<file path="src/rtl/lbpc_pkg.sv">
// Package for the LED blink pattern controller.
// Holds command codes, level codes, the per-channel command struct and the lamp drive function.
// No dependencies.
`default_nettype none

package lbpc_pkg;

  // Item kinds carried on the action field.
  typedef enum logic [1:0] {
    ACT_TICK  = 2'd0,
    ACT_SET   = 2'd1,
    ACT_FLASH = 2'd2
  } action_e;

  // Level codes for set commands and for the end level of a pattern.
  typedef enum logic [1:0] {
    LVL_OFF    = 2'd0,
    LVL_ON     = 2'd1,
    LVL_TOGGLE = 2'd2
  } level_e;

  // Addressed channel state reported for an unknown channel.
  localparam logic [1:0] ADDR_UNKNOWN = 2'd2;

  // Command broadcast from the top level to every channel.
  typedef struct packed {
    logic        tick;
    logic        set;
    logic        flash;
    logic [1:0]  level_cmd;
    logic [15:0] period;
    logic [15:0] on_len;
    logic [7:0]  count;
    logic [1:0]  end_level;
  } chan_cmd_t;

  // New lamp level for a level code; an unused code keeps the level.
  function automatic logic drive_lamp(logic [1:0] code, logic cur);
    logic res;
    res = cur;
    case (level_e'(code))
      LVL_OFF:    res = 1'b0;
      LVL_ON:     res = 1'b1;
      LVL_TOGGLE: res = ~cur;
      default:    res = cur;
    endcase
    return res;
  endfunction

endpackage

`default_nettype wire

</file>
<file path="src/rtl/lbpc_channel.sv">
// One LED channel: pattern registers, elapsed counter and lamp level.
// Depends on lbpc_pkg for the command struct and the lamp drive function.
`default_nettype none

module lbpc_channel
  import lbpc_pkg::*;
(
  input  wire logic      clk_i,
  input  wire logic      rst_ni,
  input  wire logic      cmd_en_i,
  input  wire chan_cmd_t cmd_i,
  input  wire logic      sel_i,
  output logic           lamp_d_o,
  output logic           lamp_o,
  output logic           active_d_o,
  output logic           active_o
);

  logic [15:0] period_q, period_d;
  logic [15:0] on_len_q, on_len_d;
  logic [8:0]  remaining_q, remaining_d;
  logic [15:0] elapsed_q, elapsed_d;
  logic        lamp_q, lamp_d;
  logic [1:0]  final_q, final_d;
  logic [15:0] elapsed_inc;
  logic [8:0]  remaining_dec;

  assign elapsed_inc   = elapsed_q + 16'd1;
  assign remaining_dec = remaining_q - 9'd1;

  // Next state for a tick, a set command or a flash command.
  always_comb begin
    period_d    = period_q;
    on_len_d    = on_len_q;
    remaining_d = remaining_q;
    elapsed_d   = elapsed_q;
    lamp_d      = lamp_q;
    final_d     = final_q;
    if (cmd_en_i && cmd_i.tick && (period_q != 16'd0)) begin
      elapsed_d = elapsed_inc;
      if (elapsed_inc == on_len_q) begin
        lamp_d = 1'b0;
      end else if (elapsed_inc >= period_q) begin
        if (remaining_q == 9'd0) begin
          elapsed_d = 16'd0;
          lamp_d    = 1'b1;
        end else begin
          remaining_d = remaining_dec;
          if (remaining_dec == 9'd1) begin
            period_d = 16'd0;
            on_len_d = 16'd0;
            lamp_d   = drive_lamp(final_q, lamp_q);
          end else begin
            elapsed_d = 16'd0;
            lamp_d    = 1'b1;
          end
        end
      end
    end else if (cmd_en_i && cmd_i.set && sel_i) begin
      period_d = 16'd0;
      lamp_d   = drive_lamp(cmd_i.level_cmd, lamp_q);
    end else if (cmd_en_i && cmd_i.flash && sel_i) begin
      elapsed_d   = 16'd0;
      period_d    = 16'd0;
      on_len_d    = 16'd0;
      remaining_d = 9'd0;
      if (cmd_i.on_len == 16'd0) begin
        lamp_d = 1'b0;
      end else if (cmd_i.on_len >= cmd_i.period) begin
        lamp_d = 1'b1;
      end else begin
        remaining_d = (cmd_i.count != 8'd0) ? ({1'b0, cmd_i.count} + 9'd1) : 9'd0;
        on_len_d    = cmd_i.on_len;
        final_d     = cmd_i.end_level;
        period_d    = cmd_i.period;
        lamp_d      = 1'b1;
      end
    end
  end

  // Channel state registers.
  always_ff @(posedge clk_i or negedge rst_ni) begin
    if (!rst_ni) begin
      period_q    <= '0;
      on_len_q    <= '0;
      remaining_q <= '0;
      elapsed_q   <= '0;
      lamp_q      <= 1'b0;
      final_q     <= '0;
    end else begin
      period_q    <= period_d;
      on_len_q    <= on_len_d;
      remaining_q <= remaining_d;
      elapsed_q   <= elapsed_d;
      lamp_q      <= lamp_d;
      final_q     <= final_d;
    end
  end

  assign lamp_d_o   = lamp_d;
  assign lamp_o     = lamp_q;
  assign active_d_o = (period_d != 16'd0);
  assign active_o   = (period_q != 16'd0);

endmodule

`default_nettype wire

</file>
<file path="src/rtl/lbpc_out_fifo.sv">
// Two-word result buffer between the update logic and the output channel.
// Lets the block take a new item while a finished result waits. No package use.
`default_nettype none

module lbpc_out_fifo #(
  parameter int WIDTH = 6
) (
  input  wire logic             clk_i,
  input  wire logic             rst_ni,
  input  wire logic             push_i,
  input  wire logic [WIDTH-1:0] data_i,
  output logic                  full_o,
  output logic                  valid_o,
  input  wire logic             pop_i,
  output logic [WIDTH-1:0]      data_o
);

  logic [WIDTH-1:0] slot_q [2];
  logic             wr_ptr_q, wr_ptr_d;
  logic             rd_ptr_q, rd_ptr_d;
  logic [1:0]       count_q, count_d;
  logic             do_push, do_pop;

  assign do_push = push_i && (count_q != 2'd2);
  assign do_pop  = pop_i && (count_q != 2'd0);

  // Pointer and fill count update.
  always_comb begin
    wr_ptr_d = do_push ? ~wr_ptr_q : wr_ptr_q;
    rd_ptr_d = do_pop ? ~rd_ptr_q : rd_ptr_q;
    count_d  = count_q;
    if (do_push && !do_pop) begin
      count_d = count_q + 2'd1;
    end else if (do_pop && !do_push) begin
      count_d = count_q - 2'd1;
    end
  end

  always_ff @(posedge clk_i or negedge rst_ni) begin
    if (!rst_ni) begin
      wr_ptr_q <= 1'b0;
      rd_ptr_q <= 1'b0;
      count_q  <= 2'd0;
    end else begin
      wr_ptr_q <= wr_ptr_d;
      rd_ptr_q <= rd_ptr_d;
      count_q  <= count_d;
    end
  end

  // Data slots carry no reset.
  always_ff @(posedge clk_i) begin
    if (do_push) begin
      slot_q[wr_ptr_q] <= data_i;
    end
  end

  assign full_o  = (count_q == 2'd2);
  assign valid_o = (count_q != 2'd0);
  assign data_o  = slot_q[rd_ptr_q];

endmodule

`default_nettype wire

</file>
<file path="src/rtl/led_blink_pattern_controller.sv">
// LED blink pattern controller, top level.
// Uses lbpc_pkg, lbpc_channel (one per lamp) and lbpc_out_fifo (result buffer).
//
// Usage: input words arrive on in_valid_i/in_ready_o and carry a tick (one
// 10 ms period), a set-level command or a start-flash command. Each accepted
// word updates the per-channel registers in the same clock edge and produces
// exactly one result word on out_valid_o/out_ready_i: all lamp levels, the
// flashing flags and the addressed channel's lamp (or "unknown" for a channel
// at or above CHANNELS).
// The result word is registered in the output buffer before it is offered.
// Throughput: one word per cycle while the buffer has room; the state update
// is a single compare, increment and select path per channel.
// A two-word result buffer sits on the output, so an input word is still
// taken while one result waits; in_ready_o drops only when both slots hold
// results that the receiver has not yet taken.
// Reset clears every channel: no pattern running, all lamps off, buffer empty.
`default_nettype none

module led_blink_pattern_controller
  import lbpc_pkg::*;
#(
  parameter int CHANNELS = 2
) (
  input  wire logic        clk_i,
  input  wire logic        rst_ni,
  input  wire logic        in_valid_i,
  output logic             in_ready_o,
  input  wire logic [1:0]  action_i,
  input  wire logic [7:0]  channel_i,
  input  wire logic [1:0]  level_command_i,
  input  wire logic [15:0] period_ticks_i,
  input  wire logic [15:0] on_ticks_i,
  input  wire logic [7:0]  flash_count_i,
  input  wire logic [1:0]  end_level_i,
  output logic             out_valid_o,
  input  wire logic        out_ready_i,
  output logic [1:0]       lamps_o,
  output logic [1:0]       addressed_state_o,
  output logic [1:0]       flashing_o
);

  localparam int CH_IDX_W = (CHANNELS > 1) ? $clog2(CHANNELS) : 1;
  localparam int CH_PAD   = 1 << CH_IDX_W;
  localparam int RES_W    = 6;

  logic                in_fire;
  logic                fifo_full;
  logic                chan_valid;
  chan_cmd_t           cmd;
  logic [CHANNELS-1:0] lamp_next;
  logic [CHANNELS-1:0] lamp_cur;
  logic [CHANNELS-1:0] active_cur;
  logic [CHANNELS-1:0] active_next;
  logic [CH_PAD-1:0]   lamp_pad;
  logic [1:0]          res_lamps;
  logic [1:0]          res_flashing;
  logic [1:0]          res_addr;
  logic [RES_W-1:0]    res_word;
  logic [RES_W-1:0]    out_word;

  assign in_ready_o = !fifo_full;
  assign in_fire    = in_valid_i && in_ready_o;
  assign chan_valid = ({24'd0, channel_i} < 32'(CHANNELS));

  // Decode the input word into the command seen by every channel.
  always_comb begin
    cmd           = '0;
    cmd.level_cmd = level_command_i;
    cmd.period    = period_ticks_i;
    cmd.on_len    = on_ticks_i;
    cmd.count     = flash_count_i;
    cmd.end_level = end_level_i;
    case (action_e'(action_i))
      ACT_TICK:  cmd.tick  = 1'b1;
      ACT_SET:   cmd.set   = 1'b1;
      ACT_FLASH: cmd.flash = 1'b1;
      default:   cmd.tick  = 1'b0;
    endcase
  end

  // One channel unit per lamp.
  for (genvar c = 0; c < CHANNELS; c++) begin : g_chan
    logic sel;
    assign sel = chan_valid && (channel_i[CH_IDX_W-1:0] == CH_IDX_W'(c));
    lbpc_channel u_chan (
      .clk_i      (clk_i),
      .rst_ni     (rst_ni),
      .cmd_en_i   (in_fire),
      .cmd_i      (cmd),
      .sel_i      (sel),
      .lamp_d_o   (lamp_next[c]),
      .lamp_o     (lamp_cur[c]),
      .active_d_o (active_next[c]),
      .active_o   (active_cur[c])
    );
  end

  // Result word, built from the post-update state of the first two channels.
  assign lamp_pad = CH_PAD'(lamp_next);
  for (genvar b = 0; b < 2; b++) begin : g_res
    if (b < CHANNELS) begin : g_has
      assign res_lamps[b]    = lamp_next[b];
      assign res_flashing[b] = active_next[b];
    end else begin : g_none
      assign res_lamps[b]    = 1'b0;
      assign res_flashing[b] = 1'b0;
    end
  end
  assign res_addr = chan_valid ? {1'b0, lamp_pad[channel_i[CH_IDX_W-1:0]]} : ADDR_UNKNOWN;
  assign res_word = {res_lamps, res_addr, res_flashing};

  lbpc_out_fifo #(
    .WIDTH (RES_W)
  ) u_out_fifo (
    .clk_i   (clk_i),
    .rst_ni  (rst_ni),
    .push_i  (in_fire),
    .data_i  (res_word),
    .full_o  (fifo_full),
    .valid_o (out_valid_o),
    .pop_i   (out_ready_i),
    .data_o  (out_word)
  );

  assign lamps_o           = out_word[5:4];
  assign addressed_state_o = out_word[3:2];
  assign flashing_o        = out_word[1:0];

  // A stall of the input side only happens with a result on offer.
  assert property (@(posedge clk_i) disable iff (!rst_ni)
    !in_ready_o |-> out_valid_o)
    else $error("input stalled with no result pending");

  // The addressed state code is never the unused value.
  assert property (@(posedge clk_i) disable iff (!rst_ni)
    out_valid_o |-> (addressed_state_o != 2'd3))
    else $error("addressed state carries an unused code");

  // A set command on channel 0 stops its pattern.
  assert property (@(posedge clk_i) disable iff (!rst_ni)
    (in_fire && (action_i == ACT_SET) && (channel_i == 8'd0)) |=> !active_cur[0])
    else $error("set command left channel 0 flashing");

  // Lamp registers follow the computed next level.
  assert property (@(posedge clk_i) disable iff (!rst_ni)
    in_fire |=> (lamp_cur == $past(lamp_next)))
    else $error("lamp register differs from computed level");

endmodule

`default_nettype wire

</file>
<file path="config.mk">
export PLATFORM = sky130hd
export DESIGN_NAME = led_blink_pattern_controller
export DESIGN_NICKNAME = d
export VERILOG_FILES = /design/src/rtl/lbpc_pkg.sv /design/src/rtl/lbpc_channel.sv /design/src/rtl/lbpc_out_fifo.sv /design/src/rtl/led_blink_pattern_controller.sv
export SDC_FILE = /design/constraint.sdc
export NUM_CORES = 1
export LEC_CHECK = 0
export BUFFER_PORTS_ARGS = -buffer_cell sky130_fd_sc_hd__buf_4
export CAP_MARGIN = 40
export CORE_MARGIN = 1
export CORE_UTILIZATION = 50
export CTS_BUF_LIST = sky130_fd_sc_hd__clkbuf_8
export CTS_CLUSTER_DIAMETER = 150
export DETAILED_ROUTE_END_ITERATION = 10
export PLACE_DENSITY = 0.77
export SYNTH_ARGS = -nofsm -noshare
export SYNTH_HDL_FRONTEND = slang
export SYNTH_SLANG_ARGS = --single-unit
</file>
<file path="constraint.sdc">
create_clock -name clk_i -period 3.6 [get_ports clk_i]
set_input_delay 0.72 -clock clk_i [delete_from_list [all_inputs] [get_ports clk_i]]
set_output_delay 0.72 -clock clk_i [all_outputs]
set_load 0.005 [all_outputs]
</file>
* After elaboration in Yosys (flattened, before gate mapping)
Memory sizes are Yosys's and may differ from the RTL's.
Cells that the tools add are included.
** Word-level totals
- Output and inout bits :: 8
- Input port bits :: 58
- Memories :: 1
- Flip-flop bits (word level) :: 124
- Bits in writable memories :: 12
** Operators by class
- $add $sub $neg :: 7
- Reductions and logical operators :: 43
- Magnitude comparators :: 5
- Muxes and demuxes :: 90
- Equality and inequality tests :: 24
- Bitwise gates (word level) :: 11
** Memory list
- u_out_fifo.slot_q :: words 2, bits a word 6, rd ports 1, clocked after memory_dff 0, write ports 1, RTL line lbpc_out_fifo.sv:18 : logic [WIDTH-1:0] slot_q [2];
** Operators with widths (number)
- $mux W16 :: 46
- $mux W9 :: 15
- $reduce_bool A16 Y1 :: 4
- $ge A16 B16 Y1 :: 3
- $add A16 B1 Y16 const B :: 2
- $eq A16 B16 Y1 :: 2
- $mux W1 :: 22
- $reduce_and A5 Y1 :: 4
- $eq A9 B1 Y1 const B :: 2
- $logic_not A9 Y1 :: 2
- $ne A2 B2 Y1 const B :: 9
- $sub A9 B1 Y9 const B :: 2
- $logic_and A1 B1 Y1 :: 16
- $logic_not A16 Y1 :: 1
- $pmux W1 S3 :: 4
- $reduce_and A6 Y1 :: 2
- $not A1 Y1 :: 11
- $eq A2 B2 Y1 const B :: 5
- $add A8 B1 Y9 const B :: 1
- $eq A2 B1 Y1 const B :: 4
- $logic_not A2 Y1 :: 4
- $lt A8 B2 Y1 const B :: 1
- $reduce_bool A2 Y1 :: 4
- $reduce_bool A8 Y1 :: 1
- 7 further kinds :: 13

* Longest topological paths before layout
- Depth in word-level cells :: 11
- Gate-level depth with buffers :: 17
- Depth with buffers taken out :: 14

* Hierarchy
Synthesis repeated with hierarchy kept, for this count alone.
** Unflattened totals
- Cell total of the unflattened synthesis :: 1078
- Area, all modules :: 10435.0 µm²
** Modules (own cells, without submodules)
- lbpc_channel at g_chan[0].u_chan :: cells each 543, area an instance 4918.5 µm², sequential area each 1501.4 µm², instances 1
- lbpc_channel at g_chan[1].u_chan :: cells each 484, area an instance 4797.1 µm², sequential area each 1501.4 µm², instances 1
- lbpc_out_fifo :: cells each 38, area an instance 640.6 µm², sequential area each 460.4 µm², instances 1
- led_blink_pattern_controller :: cells each 13, area an instance 78.8 µm², sequential area each 0.0 µm², instances 1

* Worst setup path before layout
OpenSTA, ideal clock, no wires.
- Kind :: reg-to-reg
- Start point :: register g_chan[1].u_chan.elapsed_q[0]
- End point :: memory u_out_fifo.slot_q[0][2] (data pin)
- Data required time :: 3.323 ns
- Path slack :: -0.308 ns
- Period minus slack after synthesis :: 3.908 ns
- Setup time :: 0.277 ns
- Arrival :: 3.631 ns
- Stages on the path, launching flop included :: 16
- Buffers on the path :: 1
- Path through :: dfrtp_1 ha_1 nand3_1 or2_1 buf_2 nor2_1 xor2_1 ha_1 and4_1 a21oi_1 a21oi_1 a2111oi_0 nand2_1 o21a_1 a311oi_1 a311oi_1
** Between the ends
- Cells in the longest elaborated chain, start to end :: 8
- Elaborated cells between the ends (all ways) :: 9
** RTL lines
- start: declaration :: RTL line lbpc_channel.sv:22 : logic [15:0] elapsed_q, elapsed_d;
- start signal: assignment :: RTL line lbpc_channel.sv:94 : elapsed_q <= elapsed_d;
- $add A16 B1 Y16 (*) :: RTL line lbpc_channel.sv:28 : assign elapsed_inc = elapsed_q + 16'd1;
- $ge A16 B16 Y1 :: RTL line lbpc_channel.sv:43 : end else if (elapsed_inc >= period_q) begin
- $mux W1 :: RTL line lbpc_channel.sv:43
- $mux W1 (*) :: RTL line lbpc_channel.sv:41 : if (elapsed_inc == on_len_q) begin
- $mux W1 (*) :: RTL line lbpc_channel.sv:39 : if (cmd_en_i && cmd_i.tick && (period_q != 16'd0)) begin
- $mux W1 (not written as such) (*) (2 in a row) :: RTL line led_blink_pattern_controller.sv:109 : assign res_addr = chan_valid ? {1'b0, lamp_pad[channel_i[CH_IDX_W-1:0]]} : ADDR_UNKNOWN;
- $mux W2 (*) :: RTL line led_blink_pattern_controller.sv:109
- via res_addr[0] :: RTL line led_blink_pattern_controller.sv:57 : logic [1:0] res_addr;
- end: declaration :: RTL line lbpc_out_fifo.sv:18
Mark *: on every way through the listed nets, which the timed path passes. The rest lies on a longest branch. The select of a mux whose other input is x is not followed.

* Worst setup path after layout
- Start point :: register g_chan[1].u_chan.elapsed_q[6]
- End point :: memory u_out_fifo.slot_q[0][2] (data pin)
Same word-level chain as after synthesis.

==> flow_metrics.tcl <==
set metrics [dict create \
    skew_ps 12.5 \
    numCtsBuffers 17 \
    post_drt_wl_per_cell_um 19.5 \
    layout.nets 1255 \
    seqPwrFrac 0.416 \
    postLayoutCoreUtil 0.602 \
    yosysSeqAreaShare 0.359 \
    holdCritPathClass "input pin to asynchronous set/reset pin" \
    synth_nets 1157 \
    yosys-top-cells-area "dfrtp_1 (32%), ha_1 (7.7%), a22o_1 (4.7%)" \
    synth.distinct_cells 89 \
    n_fill_cell 1594 \
    num_antenna_cells 0 \
    syn_area_mm2 0.00963 \
    worstPathCellList "nand4_4 -> buf_4 -> nor3_2 -> xor2_1 -> ha_1 -> and4_1 -> a21oi_1 -> a21oi_1 -> a2111oi_2 -> buf_4 -> nand2_1 -> o21a_1 -> a311oi_2 -> a311oi_2" \
    worst-path-buf-inv 2 \
    outcome "completed" \
    yosys.area.top_type_share 0.322 \
    place_ws_ps 32.9 \
    crit_path_start_kind "flop" \
    p_int_mw 2.92 \
    die_h_um 141 \
    finalWirelength_um 27000 \
    syn_area_per_cell_um2 9.26 \
    synth_cells 1040 \
    worstPathMaxFanout 7 \
    die-area_mm2 0.0198 \
    place_congestion 0.965 \
    dr.pass1.iters 5 \
    ff_latch_area_mm2 0.00347 \
    vias 8749 \
    power_frac_clock 0.304 \
    multi_input_area_mm2 0.00575 \
    clk_latency_ps 460 \
    clk_pin_slew_ps 90 \
    drcViolationCount 0 \
    drv_cap 0 \
    antenna_found_initial 0 \
    cts.sinks 136 \
    dp_hpwl_um 20500 \
    finalCriticalPeriod_ps 3440 \
    netSwitchingFraction 0.334 \
    clockBufferDepth 2 \
    synth_common_cells "dfrtp_1 (124), inv_1 (69), nand2_1 (64)" \
    synth-async-reset-ratio 0.912 \
    p_sw_mw 1.46 \
    clock.fmax_ghz 0.291 \
    crit_path_end_kind "flop" \
    h-tree-depth 4 \
    slowest_stage "dfrtp_2" \
    total_leakage_power_nw 5.17 \
    cp_slowest_stage_delay_ps 450 \
    grt_max_degree 66 \
    overflow 0 \
    synth_edf_count 12 \
    portBuffers 65 \
    cts-root-buf "clkbuf_8" \
    total_power_mw 4.38 \
    ir_drop_mv 0.269 \
    critPathTopFamily "compound AO/OA/AOI/OAI gates" \
    slew_headroom 0.378 \
    critPathArrivalTime_ps 3620 \
    syn_to_final_growth_pct 17.2 \
    postLayoutSetupSlackWorst_ps 160 \
    cts_hold_buf 0 \
    finalHoldViolations 0 \
    maxSlewViolCount 0 \
    crit_type "flop to flop" \
    die_w_um 141 \
    grt_pass1_vias 8242 \
    synth_top_area_cell "dfrtp_1" \
    num_rows 50 \
    first_iter_violations 781 \
    powerDensity_mw_per_mm2 388 \
    setup_viol 0 \
    ios 66 \
    grt.total_usage 0.281 \
    post_drt_via_cell_ratio 6.32 \
    pwr-share-comb 0.280 \
    cts_tree "built" \
    required_ps 3790 \
    yosysMostFrequentCell "dfrtp_1" \
    synth_ff_type "dfrtp_1" \
    worst_pin_slew_ps 929 \
    synth_seq_cells 136 \
    grt_pass1_wl_um 43300 \
    yosysWarnings 0 \
    initial_core_util 0.513 \
    coreArea_mm2 0.0188 \
    timing.final.crit_share 0.955 \
    drive_gt1_frac 0.208 \
    ant_nets 0 \
]
registers in the layout, indices dropped and copies added, names as in the netlist:
signal / cells
u_out_fifo.count_q: 2
u_out_fifo.wr_ptr_q: 1
g_chan.u_chan.lamp_o: 2
g_chan.u_chan.final_q: 4
g_chan.u_chan.period_q: 32
g_chan.u_chan.elapsed_q: 32
g_chan.u_chan.on_len_q: 32
g_chan.u_chan.remaining_q: 18
u_out_fifo.slot_q: 12
u_out_fifo.rd_ptr_q: 1
kinds of logic after synthesis:
| kind of cell | after synthesis | share of synthesized area |
|---|---|---|
| multiplexers | 25 | 0.0279 |
| buffers and inverters | 126 | 0.0551 |
| AO/OA/AOI/OAI | 274 | 0.210 |
| adder cells (fa/ha/maj) | 59 | 0.0766 |
| XOR/XNOR | 68 | 0.0642 |
| AND/OR/NAND/NOR | 352 | 0.207 |
| flip-flops | 136 | 0.359 |
cells in the final DEF (no fill, tap or decap), drive strengths merged, types with 9 or more instances in the layout:
cell,instances
nand2b,15
and4,9
xor2,31
nor3,22
mux2,15
nand2,65
dfrtp,124
ha,59
nor2b,13
clkbuf,17
o211ai,12
buf,136
mux2i,10
nand3,45
or2,9
edfxtp,12
nor2,54
a22o,52
xnor2,36
inv,71
nor4,33
o21ai,41
a21oi,39
a31oi,37
and3,19
nand4,26
power groups by stage:
stage	logic (mW)	registers, mW	clock network (mW)
floorplan	0.774	1.79	0
CTS	1.19	1.82	1.35
finish	1.23	1.82	1.33
global route	1.35	1.84	1.41
global placement	1.15	1.84	0
detailed placement	1.18	1.84	0
routing by layer:
layer | GRT usage | vias up | share of wire
li1 | - | 4113 | -
met3 | 0.0455 | 73 | 0.066
met4 | 0.104 | 0 | 0.032
met1 | 0.375 | 4222 | 0.43
met5 | 0 | - | 0
met2 | 0.462 | 341 | 0.48
final timing paths:
check	start	to	slack [ps]	cells past startpoint
setup / recovery	g_chan[1].u_chan.elapsed_q[6]	u_out_fifo.slot_q[0][2]	160	14
hold / removal	rst_ni	g_chan[1].u_chan.elapsed_q[13]	220	2
setup reg to reg	g_chan[1].u_chan.elapsed_q[6]	u_out_fifo.slot_q[0][2]	160	14
hold reg to reg	u_out_fifo.count_q[1]	u_out_fifo.count_q[1]	490	1
max in group asynchronous	rst_ni	g_chan[0].u_chan.elapsed_q[3]	2830	3
min in group clk_i	u_out_fifo.count_q[1]	u_out_fifo.count_q[1]	490	1
area by class of cell:
cell class | count | share of cell area
clock buffer | 17 | 0.0207
clock inverter | 15 | 0.0156
inverter | 69 | 0.0229
multi-input combinational | 778 | 0.509
sequential | 136 | 0.307
tap | 234 | 0.0259
timing repair buffer | 136 | 0.0988
through the flow:
| stage | hold slack, ps | instances | setup TNS [ps] | area (um2) |
|---|---|---|---|---|
| 5_1_grt | 222 | 1385 | -19.6 | 11300 |
| 3_5_place_dp | 480 | 1348 | 0 | 10700 |
| 2_1_floorplan | 424 | 1040 | 0 | 9640 |
| 4_1_cts | 210 | 1380 | 0 | 11200 |
| 3_3_place_gp | 470 | 1347 | 0 | 10700 |
| 6_report | 216 | 1385 | 0 | 11300 |
timing repair:
| item | CTS | global route |
|---|---|---|
| resized for setup | 1 | 27 |
| endpoints found under the hold margin | 0 | 0 |
| endpoints found under the setup margin | 2 | 117 |
| setup buffers | 0 | 5 |
| pin swaps | 0 | 5 |
(Power assumes the default switching activity.)
